### config.mk
export PLATFORM = sky130hd
export DESIGN_NAME = gradient_palette_interpolator
export DESIGN_NICKNAME = d
export VERILOG_FILES = /design/src/rtl/core/gpi_pkg.sv /design/src/rtl/core/gradient_palette_interpolator.sv /design/src/rtl/core/gpi_seg_stage.sv /design/src/rtl/core/gpi_mul_stage.sv /design/src/rtl/core/gpi_div_cell.sv
export SDC_FILE = /design/constraint.sdc
export NUM_CORES = 2
export LEC_CHECK = 0
export BUFFER_PORTS_ARGS = -buffer_cell sky130_fd_sc_hd__buf_2
export CELL_PAD_IN_SITES_DETAIL_PLACEMENT = 1
export CELL_PAD_IN_SITES_GLOBAL_PLACEMENT = 2
export CORE_UTILIZATION = 47
export CTS_BUF_LIST = sky130_fd_sc_hd__clkbuf_16
export DETAILED_ROUTE_END_ITERATION = 10
export GPL_TIMING_DRIVEN = 0
export PLACE_DENSITY_LB_ADDON = 0.1
export SETUP_SLACK_MARGIN = 0.05
export SLEW_MARGIN = 20
export SYNTH_ARGS = -nofsm -noshare
export SYNTH_HDL_FRONTEND = slang
export SYNTH_SLANG_ARGS = --single-unit
### constraint.sdc
create_clock -name clk -period 34.4 [get_ports clk]
set_input_delay 5.16 -clock clk [delete_from_list [all_inputs] [get_ports clk]]
set_output_delay 5.16 -clock clk [all_outputs]
set_load 0.01 [all_outputs]
### src/rtl/core/gpi_pkg.sv
// Shared types, constants and register codes for the gradient palette interpolator.
`timescale 1ns / 1ps
`default_nettype none

package gpi_pkg;

  // Default parameter values
  localparam int INDEX_WIDTH_DEF = 12;
  localparam int MAX_STOPS_DEF   = 6;

  // Field widths
  localparam int PSIZE_W   = 13;
  localparam int SCOUNT_W  = 3;
  localparam int STOP_W    = 36;
  localparam int POS_W     = 12;
  localparam int CHAN_W    = 8;
  localparam int NCHAN     = 3;
  localparam int RGB_W     = NCHAN * CHAN_W;
  localparam int QUO_W     = 8;
  localparam int NUM_W     = POS_W + CHAN_W;
  localparam int CFG_ADDR_W = 3;
  localparam int COLOR_W   = 32;
  localparam int STATUS_W  = 2;

  localparam logic [CHAN_W-1:0] ALPHA_OPAQUE = 8'hFF;

  // Register reset values
  localparam logic [PSIZE_W-1:0]  PSIZE_RST  = 13'd256;
  localparam logic [SCOUNT_W-1:0] SCOUNT_RST = 3'd2;
  localparam logic [STOP_W-1:0]   STOP0_RST  = 36'h0_0000_0000;
  localparam logic [STOP_W-1:0]   STOP1_RST  = 36'h0_FFFF_FFFF;

  // Register indexes on the configuration port
  typedef enum logic [CFG_ADDR_W-1:0] {
    REG_PALETTE_SIZE = 3'd0,
    REG_STOP_COUNT   = 3'd1,
    REG_STOP_0       = 3'd2,
    REG_STOP_1       = 3'd3,
    REG_STOP_2       = 3'd4,
    REG_STOP_3       = 3'd5,
    REG_STOP_4       = 3'd6,
    REG_STOP_5       = 3'd7
  } reg_addr_t;

  // Result status codes
  typedef enum logic [STATUS_W-1:0] {
    ST_OK        = 2'd0,
    ST_BEYOND    = 2'd1,
    ST_BAD_STOPS = 2'd2,
    ST_CLAMP     = 2'd3
  } status_t;

  // Channel order: [2] red, [1] green, [0] blue
  typedef logic [NCHAN-1:0][CHAN_W-1:0] rgb_t;

  // Beat leaving the segment-select stage
  typedef struct packed {
    status_t          status;
    logic [POS_W-1:0] idx;
    logic [POS_W-1:0] pos_a;
    logic [POS_W-1:0] pos_b;
    rgb_t             col_a;   // also carries the clamp color
    rgb_t             col_b;
  } seg_beat_t;

  // Beat moving along the divider cells
  typedef struct packed {
    status_t                        status;
    rgb_t                           color;
    logic [POS_W-1:0]               den;
    logic [NCHAN-1:0][NUM_W-1:0]    rem;
    logic [NCHAN-1:0][QUO_W-1:0]    quo;
  } div_beat_t;

endpackage

`default_nettype wire

### src/rtl/core/gradient_palette_interpolator.sv
// Top level: config registers, front stages, divider cell chain, output register.
//
//  channel  | signals                          | payload
//  ---------+----------------------------------+-------------------------------------
//  in       | in_tvalid/in_tready/in_tdata     | palette_index
//  out      | out_tvalid/out_tready/out_tdata  | color_word; out_tuser = status
//  cfg      | cfg_wr_en/cfg_addr/cfg_wdata     | palette_size, stop_count, stop_0..5
//
// Throughput is one index per cycle while out_tready is high. Stages: segment select, weight
// multiply, eight divider cells (one quotient bit each) and the output register.
// Every stage has its own valid and holds its beat on a stall, so empty stages keep
// filling while a finished result waits at the output.
// Reset (rst_n low, synchronous) clears all valid bits and loads register defaults.
`timescale 1ns / 1ps
`default_nettype none

module gradient_palette_interpolator #(
  parameter int INDEX_WIDTH = gpi_pkg::INDEX_WIDTH_DEF,
  parameter int MAX_STOPS   = gpi_pkg::MAX_STOPS_DEF,
  parameter int IN_TDATA_W  = ((INDEX_WIDTH + 7) / 8) * 8
) (
  input  wire logic                               clk,
  input  wire logic                               rst_n,
  input  wire logic                               in_tvalid,
  output      logic                               in_tready,
  input  wire logic [IN_TDATA_W-1:0]              in_tdata,   // palette_index
  output      logic                               out_tvalid,
  input  wire logic                               out_tready,
  output      logic [gpi_pkg::COLOR_W-1:0]        out_tdata,  // color_word
  output      logic [gpi_pkg::STATUS_W-1:0]       out_tuser,  // status
  input  wire logic                               cfg_wr_en,
  input  wire logic [gpi_pkg::CFG_ADDR_W-1:0]     cfg_addr,
  input  wire logic [gpi_pkg::STOP_W-1:0]         cfg_wdata
);
  import gpi_pkg::*;

  logic [PSIZE_W-1:0]                 palette_size_r;
  logic [SCOUNT_W-1:0]                stop_count_r;
  logic [MAX_STOPS-1:0][STOP_W-1:0]   stops_r;

  logic        seg_valid;
  seg_beat_t   seg_data;
  logic        seg_ready;
  logic        mul_ready;

  logic        div_valid [QUO_W+1];
  div_beat_t   div_data  [QUO_W+1];
  logic        div_ready [QUO_W+1];

  logic             out_valid_r;
  logic [COLOR_W-1:0] out_color_r;
  status_t          out_status_r;
  logic [COLOR_W-1:0] color_nxt;
  logic             out_load;

  // Configuration register writes
  always_ff @(posedge clk) begin
    if (!rst_n) begin
      palette_size_r <= PSIZE_RST;
      stop_count_r   <= SCOUNT_RST;
      for (int k = 0; k < MAX_STOPS; k++) begin
        stops_r[k] <= (k == 1) ? STOP1_RST : STOP0_RST;
      end
    end else if (cfg_wr_en) begin
      if (cfg_addr == REG_PALETTE_SIZE) begin
        palette_size_r <= cfg_wdata[PSIZE_W-1:0];
      end
      if (cfg_addr == REG_STOP_COUNT) begin
        stop_count_r <= cfg_wdata[SCOUNT_W-1:0];
      end
      for (int k = 0; k < MAX_STOPS; k++) begin
        if (cfg_addr == CFG_ADDR_W'(int'(REG_STOP_0) + k)) begin
          stops_r[k] <= cfg_wdata;
        end
      end
    end
  end

  gpi_seg_stage #(
    .INDEX_WIDTH (INDEX_WIDTH),
    .MAX_STOPS   (MAX_STOPS)
  ) u_seg (
    .clk            (clk),
    .rst_n          (rst_n),
    .valid_i        (in_tvalid),
    .index_i        (in_tdata[INDEX_WIDTH-1:0]),
    .ready_o        (seg_ready),
    .palette_size_i (palette_size_r),
    .stop_count_i   (stop_count_r),
    .stops_i        (stops_r),
    .valid_o        (seg_valid),
    .data_o         (seg_data),
    .ready_i        (mul_ready)
  );

  assign in_tready = seg_ready;

  gpi_mul_stage u_mul (
    .clk     (clk),
    .rst_n   (rst_n),
    .valid_i (seg_valid),
    .data_i  (seg_data),
    .ready_o (mul_ready),
    .valid_o (div_valid[0]),
    .data_o  (div_data[0]),
    .ready_i (div_ready[0])
  );

  // Divider chain, most significant quotient bit first
  for (genvar j = 0; j < QUO_W; j++) begin : g_div
    gpi_div_cell #(
      .BIT (QUO_W - 1 - j)
    ) u_cell (
      .clk     (clk),
      .rst_n   (rst_n),
      .valid_i (div_valid[j]),
      .data_i  (div_data[j]),
      .ready_o (div_ready[j]),
      .valid_o (div_valid[j+1]),
      .data_o  (div_data[j+1]),
      .ready_i (div_ready[j+1])
    );
  end

  // Output register
  assign div_ready[QUO_W] = !out_valid_r || out_tready;
  assign out_load         = div_ready[QUO_W] && div_valid[QUO_W];

  always_comb begin
    case (div_data[QUO_W].status)
      ST_OK:    color_nxt = {ALPHA_OPAQUE, div_data[QUO_W].quo[2],
                             div_data[QUO_W].quo[1], div_data[QUO_W].quo[0]};
      ST_CLAMP: color_nxt = {ALPHA_OPAQUE, div_data[QUO_W].color};
      default:  color_nxt = '0;
    endcase
  end

  always_ff @(posedge clk) begin
    if (!rst_n) begin
      out_valid_r <= 1'b0;
    end else if (div_ready[QUO_W]) begin
      out_valid_r <= div_valid[QUO_W];
    end
    if (out_load) begin
      out_color_r  <= color_nxt;
      out_status_r <= div_data[QUO_W].status;
    end
  end

  assign out_tvalid = out_valid_r;
  assign out_tdata  = out_color_r;
  assign out_tuser  = out_status_r;

endmodule

`default_nettype wire

### src/rtl/core/gpi_seg_stage.sv
// Front stage: range and order checks, segment select, bracketing stop fetch.
`timescale 1ns / 1ps
`default_nettype none

module gpi_seg_stage #(
  parameter int INDEX_WIDTH = gpi_pkg::INDEX_WIDTH_DEF,
  parameter int MAX_STOPS   = gpi_pkg::MAX_STOPS_DEF
) (
  input  wire logic                                   clk,
  input  wire logic                                   rst_n,
  input  wire logic                                   valid_i,
  input  wire logic [INDEX_WIDTH-1:0]                 index_i,
  output      logic                                   ready_o,
  input  wire logic [gpi_pkg::PSIZE_W-1:0]            palette_size_i,
  input  wire logic [gpi_pkg::SCOUNT_W-1:0]           stop_count_i,
  input  wire logic [MAX_STOPS-1:0][gpi_pkg::STOP_W-1:0] stops_i,
  output      logic                                   valid_o,
  output      gpi_pkg::seg_beat_t                     data_o,
  input  wire logic                                   ready_i
);
  import gpi_pkg::*;

  localparam int CW    = (INDEX_WIDTH > PSIZE_W) ? INDEX_WIDTH : PSIZE_W;
  localparam int SEG_W = (MAX_STOPS > 2) ? $clog2(MAX_STOPS) : 1;

  logic                  valid_r;
  seg_beat_t             data_r;
  seg_beat_t             data_nxt;
  logic [CW-1:0]         idx_ext;
  logic [SCOUNT_W-1:0]   n_use;
  logic [POS_W-1:0]      pos [MAX_STOPS];
  logic                  bad;
  logic [STOP_W-1:0]     last_stop;
  logic                  clamp;
  logic [SEG_W-1:0]      seg;
  logic [STOP_W-1:0]     stop_a;
  logic [STOP_W-1:0]     stop_b;

  assign idx_ext = CW'(index_i);
  assign ready_o = !valid_r || ready_i;
  assign valid_o = valid_r;
  assign data_o  = data_r;

  // Clamp the stop count into 2..MAX_STOPS
  always_comb begin
    if (stop_count_i < 3'd2) begin
      n_use = 3'd2;
    end else if (stop_count_i > SCOUNT_W'(MAX_STOPS)) begin
      n_use = SCOUNT_W'(MAX_STOPS);
    end else begin
      n_use = stop_count_i;
    end
  end

  always_comb begin
    for (int k = 0; k < MAX_STOPS; k++) begin
      pos[k] = stops_i[k][STOP_W-1 -: POS_W];
    end
  end

  // Order check, last stop, segment search and stop fetch
  always_comb begin
    bad = (pos[0] != '0);
    for (int k = 1; k < MAX_STOPS; k++) begin
      if (SCOUNT_W'(k) < n_use && pos[k] <= pos[k-1]) begin
        bad = 1'b1;
      end
    end

    last_stop = stops_i[0];
    for (int k = 0; k < MAX_STOPS; k++) begin
      if (SCOUNT_W'(k) == n_use - 3'd1) begin
        last_stop = stops_i[k];
      end
    end
    clamp = (idx_ext >= CW'(last_stop[STOP_W-1 -: POS_W]));

    // If sorted (else flagged bad), the last inner stop passed is the segment start
    seg = '0;
    for (int k = 1; k < MAX_STOPS - 1; k++) begin
      if (SCOUNT_W'(k + 1) < n_use && idx_ext >= CW'(pos[k])) begin
        seg = SEG_W'(k);
      end
    end

    stop_a = stops_i[0];
    stop_b = stops_i[1];
    for (int k = 0; k < MAX_STOPS; k++) begin
      if (k == int'(seg)) begin
        stop_a = stops_i[k];
      end
      if (k == int'(seg) + 1) begin
        stop_b = stops_i[k];
      end
    end
  end

  // Assemble the outgoing beat with flag priority
  always_comb begin
    data_nxt.idx   = POS_W'(index_i);
    data_nxt.pos_a = stop_a[STOP_W-1 -: POS_W];
    data_nxt.pos_b = stop_b[STOP_W-1 -: POS_W];
    data_nxt.col_a = stop_a[RGB_W-1:0];
    data_nxt.col_b = stop_b[RGB_W-1:0];
    if (idx_ext >= CW'(palette_size_i)) begin
      data_nxt.status = ST_BEYOND;
    end else if (bad) begin
      data_nxt.status = ST_BAD_STOPS;
    end else if (clamp) begin
      data_nxt.status = ST_CLAMP;
      data_nxt.col_a  = last_stop[RGB_W-1:0];
    end else begin
      data_nxt.status = ST_OK;
    end
  end

  always_ff @(posedge clk) begin
    if (!rst_n) begin
      valid_r <= 1'b0;
    end else if (ready_o) begin
      valid_r <= valid_i;
    end
    if (ready_o && valid_i) begin
      data_r <= data_nxt;
    end
  end

endmodule

`default_nettype wire

### src/rtl/core/gpi_mul_stage.sv
// Weight stage: distances to both stops and the per-channel weighted sums.
`timescale 1ns / 1ps
`default_nettype none

module gpi_mul_stage (
  input  wire logic               clk,
  input  wire logic               rst_n,
  input  wire logic               valid_i,
  input  wire gpi_pkg::seg_beat_t data_i,
  output      logic               ready_o,
  output      logic               valid_o,
  output      gpi_pkg::div_beat_t data_o,
  input  wire logic               ready_i
);
  import gpi_pkg::*;

  logic             valid_r;
  div_beat_t        data_r;
  div_beat_t        data_nxt;
  logic [POS_W-1:0] d0;
  logic [POS_W-1:0] nd1;

  assign ready_o = !valid_r || ready_i;
  assign valid_o = valid_r;
  assign data_o  = data_r;

  // num = d0*c1 + (p1-i)*c0, at most 255*d, so the quotient fits 8 bits
  always_comb begin
    d0  = data_i.idx - data_i.pos_a;
    nd1 = data_i.pos_b - data_i.idx;
    data_nxt.status = data_i.status;
    data_nxt.color  = data_i.col_a;
    data_nxt.den    = data_i.pos_b - data_i.pos_a;
    data_nxt.quo    = '0;
    for (int c = 0; c < NCHAN; c++) begin
      data_nxt.rem[c] = NUM_W'(d0) * NUM_W'(data_i.col_b[c])
                      + NUM_W'(nd1) * NUM_W'(data_i.col_a[c]);
    end
  end

  always_ff @(posedge clk) begin
    if (!rst_n) begin
      valid_r <= 1'b0;
    end else if (ready_o) begin
      valid_r <= valid_i;
    end
    if (ready_o && valid_i) begin
      data_r <= data_nxt;
    end
  end

endmodule

`default_nettype wire

### src/rtl/core/gpi_div_cell.sv
// Divider cell: settles one quotient bit for all three channels.
`timescale 1ns / 1ps
`default_nettype none

module gpi_div_cell #(
  parameter int BIT = 0
) (
  input  wire logic               clk,
  input  wire logic               rst_n,
  input  wire logic               valid_i,
  input  wire gpi_pkg::div_beat_t data_i,
  output      logic               ready_o,
  output      logic               valid_o,
  output      gpi_pkg::div_beat_t data_o,
  input  wire logic               ready_i
);
  import gpi_pkg::*;

  logic             valid_r;
  div_beat_t        data_r;
  div_beat_t        data_nxt;
  logic [NUM_W-1:0] trial;

  assign ready_o = !valid_r || ready_i;
  assign valid_o = valid_r;
  assign data_o  = data_r;

  // Restoring step: subtract the shifted divisor where it fits
  always_comb begin
    trial    = NUM_W'(data_i.den) << BIT;
    data_nxt = data_i;
    for (int c = 0; c < NCHAN; c++) begin
      if (data_i.rem[c] >= trial) begin
        data_nxt.rem[c]      = data_i.rem[c] - trial;
        data_nxt.quo[c][BIT] = 1'b1;
      end
    end
  end

  always_ff @(posedge clk) begin
    if (!rst_n) begin
      valid_r <= 1'b0;
    end else if (ready_o) begin
      valid_r <= valid_i;
    end
    if (ready_o && valid_i) begin
      data_r <= data_nxt;
    end
  end

endmodule

`default_nettype wire

==> flow_summary.ini <==
[run_status]
status = completed

[detailed_routing]
drtIter0Drc = 3628
totalWireLength_um = 281000
vias = 60395
drc_errors = 0
postRouteAntennaNets = 0
drt-met1-wl_um = 109000
met2_length_um = 142000
post_drt_via_cell_ratio = 5.70
avgRoutedWirePerCell_um = 26.5
first_pass_iters = 5
wl_met3_um = 13000
highest_layer = met5

[final_layout]
fin_nets = 9329
final_cells = 10596
drive_gt1_frac = 0.0687
syn_to_final_growth_pct = 11.6

[global_routing]
track_usage = 0.312
grt_max_degree = 32
grt_overflow = 0
grt_pass1_vias = 65073
grt_pass1_wl_um = 416000
antenna_found_initial = 28

[sta]
slew_viol_final = 0
setup_slack_ns = 21.35
fin_skew_ns = 0.0929
finalSetupViolCount = 0
finalHoldViolations = 0
fin_crit_ns = 13.05
rsz0062_at_grt = no
worstMarginPinSlew_ns = 1.26
max_freq_mhz = 76.6
max_slew_margin = 0.141
finalSetupTns_ns = 0
post-route-period-util = 0.379

[synth]
ys.warnings.count = 0
synth_top_area_cell = edfxtp_1
synth_top_area_share = 0.369
ys_seq_area_frac = 0.427
synthTopCellsByCount = edfxtp_1 (1,031), nand2_1 (912), inv_1 (778)
synth_nets = 9046
synth_seq_cells = 1274
syn_area_um2 = 83900
synthCells = 7849
synth_edf_count = 1031
async_flop_share = 0
syn_area_per_cell_um2 = 10.7
synth_ff_type = edfxtp_1
post-synth-top-count-cell = edfxtp_1
yosys.cell_types.count = 94
synth.area.top_cells = edfxtp_1 (37%), fa_1 (11%), ha_1 (9.8%), dfxtp_1 (5.8%), nand2_1 (4.1%)

[clock_network]
cts_buffers = 144
cts-htree-levels = 4
ctsRootBufferMaster = clkbuf_16
postCtsSetupBuffers = 0
cts_tree = built
cts_hold_buf = 0
cts_resized = 0
cts_sinks = 1274
clock_path_buffers = 3
path_clk_slew_ns = 0.06
clk_latency_ns = 0.85

[critical_path]
end_kind = output port
max_stage_delay_ns = 0.56
crit_fanout = 6
cp.arrival_ns = 7.89
critPathRequiredTime_ns = 29.24
path_cells = buf_2 -> nor2b_1 -> and3_1 -> and3_1 -> and2_1 -> and4_1 -> nand3_1 -> buf_2
crit_type = input pin to output port
crit_path_start_kind = input pin
crit_slowest_cell = nor2b_1

[placed_design]
dp_slack_ns = 21.32
dp_hpwl_um = 229000
placement.io_buffers = 83
place_congestion = 0.937
place_inst = 10326

[die]
dieArea_um2 = 180000
core_um2 = 177000
die_w_um = 425
die_h_um = 425
initial_core_util = 0.475
std_cell_rows = 154
num_io_pins = 96

[min_path]
hold_path_class = flop to flop

[run]
cap_violations = 0
## layer usage
metal | up-vias | track usage
li1 | 27901 | -
met1 | 30459 | 0.362
met2 | 1499 | 0.558
met3 | 524 | 0.0443
met4 | 12 | 0.163
met5 | - | 0
## per-stage QoR
stage | hold slack (ns) | util | area (µm²)
5_1_grt | 0.402 | 0.530 | 93700
4_1_cts | 0.387 | 0.530 | 93700
6_report | 0.387 | 0.530 | 93700
3_3_place_gp | 0.403 | 0.494 | 87300
2_1_floorplan | 0.400 | - | 83900
3_5_place_dp | 0.406 | 0.502 | 88800
## final timing paths
kind | from | end | slack [ns] | cells past startpoint
min | g_div[2].u_cell.data_o[13] | g_div[3].u_cell.data_o[13] | 0.39 | 0
min reg2reg | g_div[2].u_cell.data_o[13] | g_div[3].u_cell.data_o[13] | 0.39 | 0
max reg2reg | u_seg.data_o[60] | u_mul.data_o[40] | 24.17 | 29
max | out_tready | in_tready | 21.35 | 8
## cell families after synthesis
kind of cell    count (synthesis)  synth area share
simple gates                 2290             0.131
compound gates               1519             0.119
flops                        1274             0.427
fa+ha+maj                    1137             0.212
buf+inv                      1092            0.0500
xor+xnor                      329            0.0344
mux                           208            0.0259
## flip-flops by register name, indices dropped and copies added (netlist names)
register              flops
out_tdata                25
stops_r                 216
out_tuser                 2
u_seg.data_o             86
stop_count_r              3
out_tvalid                1
g_div.u_cell.data_o     820
u_mul.valid_o             1
u_seg.valid_o             1
g_div.u_cell.valid_o      8
u_mul.data_o             98
palette_size_r           13
## layout by cell type (no fill, tap or decap), drive strengths merged, types with 103 or more instances in the layout
master     n
xnor2    195
inv      801
o21ai    273
nand2b   103
a21oi    379
dfxtp    243
edfxtp  1031
xor2     134
nor2b    159
mux2i    133
fa       480
nor2     425
clkbuf   412
a21o     120
buf      183
and2     288
ha       657
nand2    912
a21boi   222
## critical path, delay by kind of cell
kind | cells | cell delay, ns
buf+inv | 2 | 0.28
simple gates | 6 | 2.44
## cell type report
type	instances	area, µm²
Antenna cell	6	15.0
Buffer	312	1270
Clock buffer	146	3650
Clock inverter	118	1220
Fill cell	19008	83000
Inverter	780	2930
Multi-Input combinational cell	5483	44200
Sequential cell	1274	35800
Tap cell	2340	2930
Timing Repair Buffer	137	1630
Power is not shown: default switching activity piles up to over one toggle a cycle in this logic, so the estimate is an artifact.
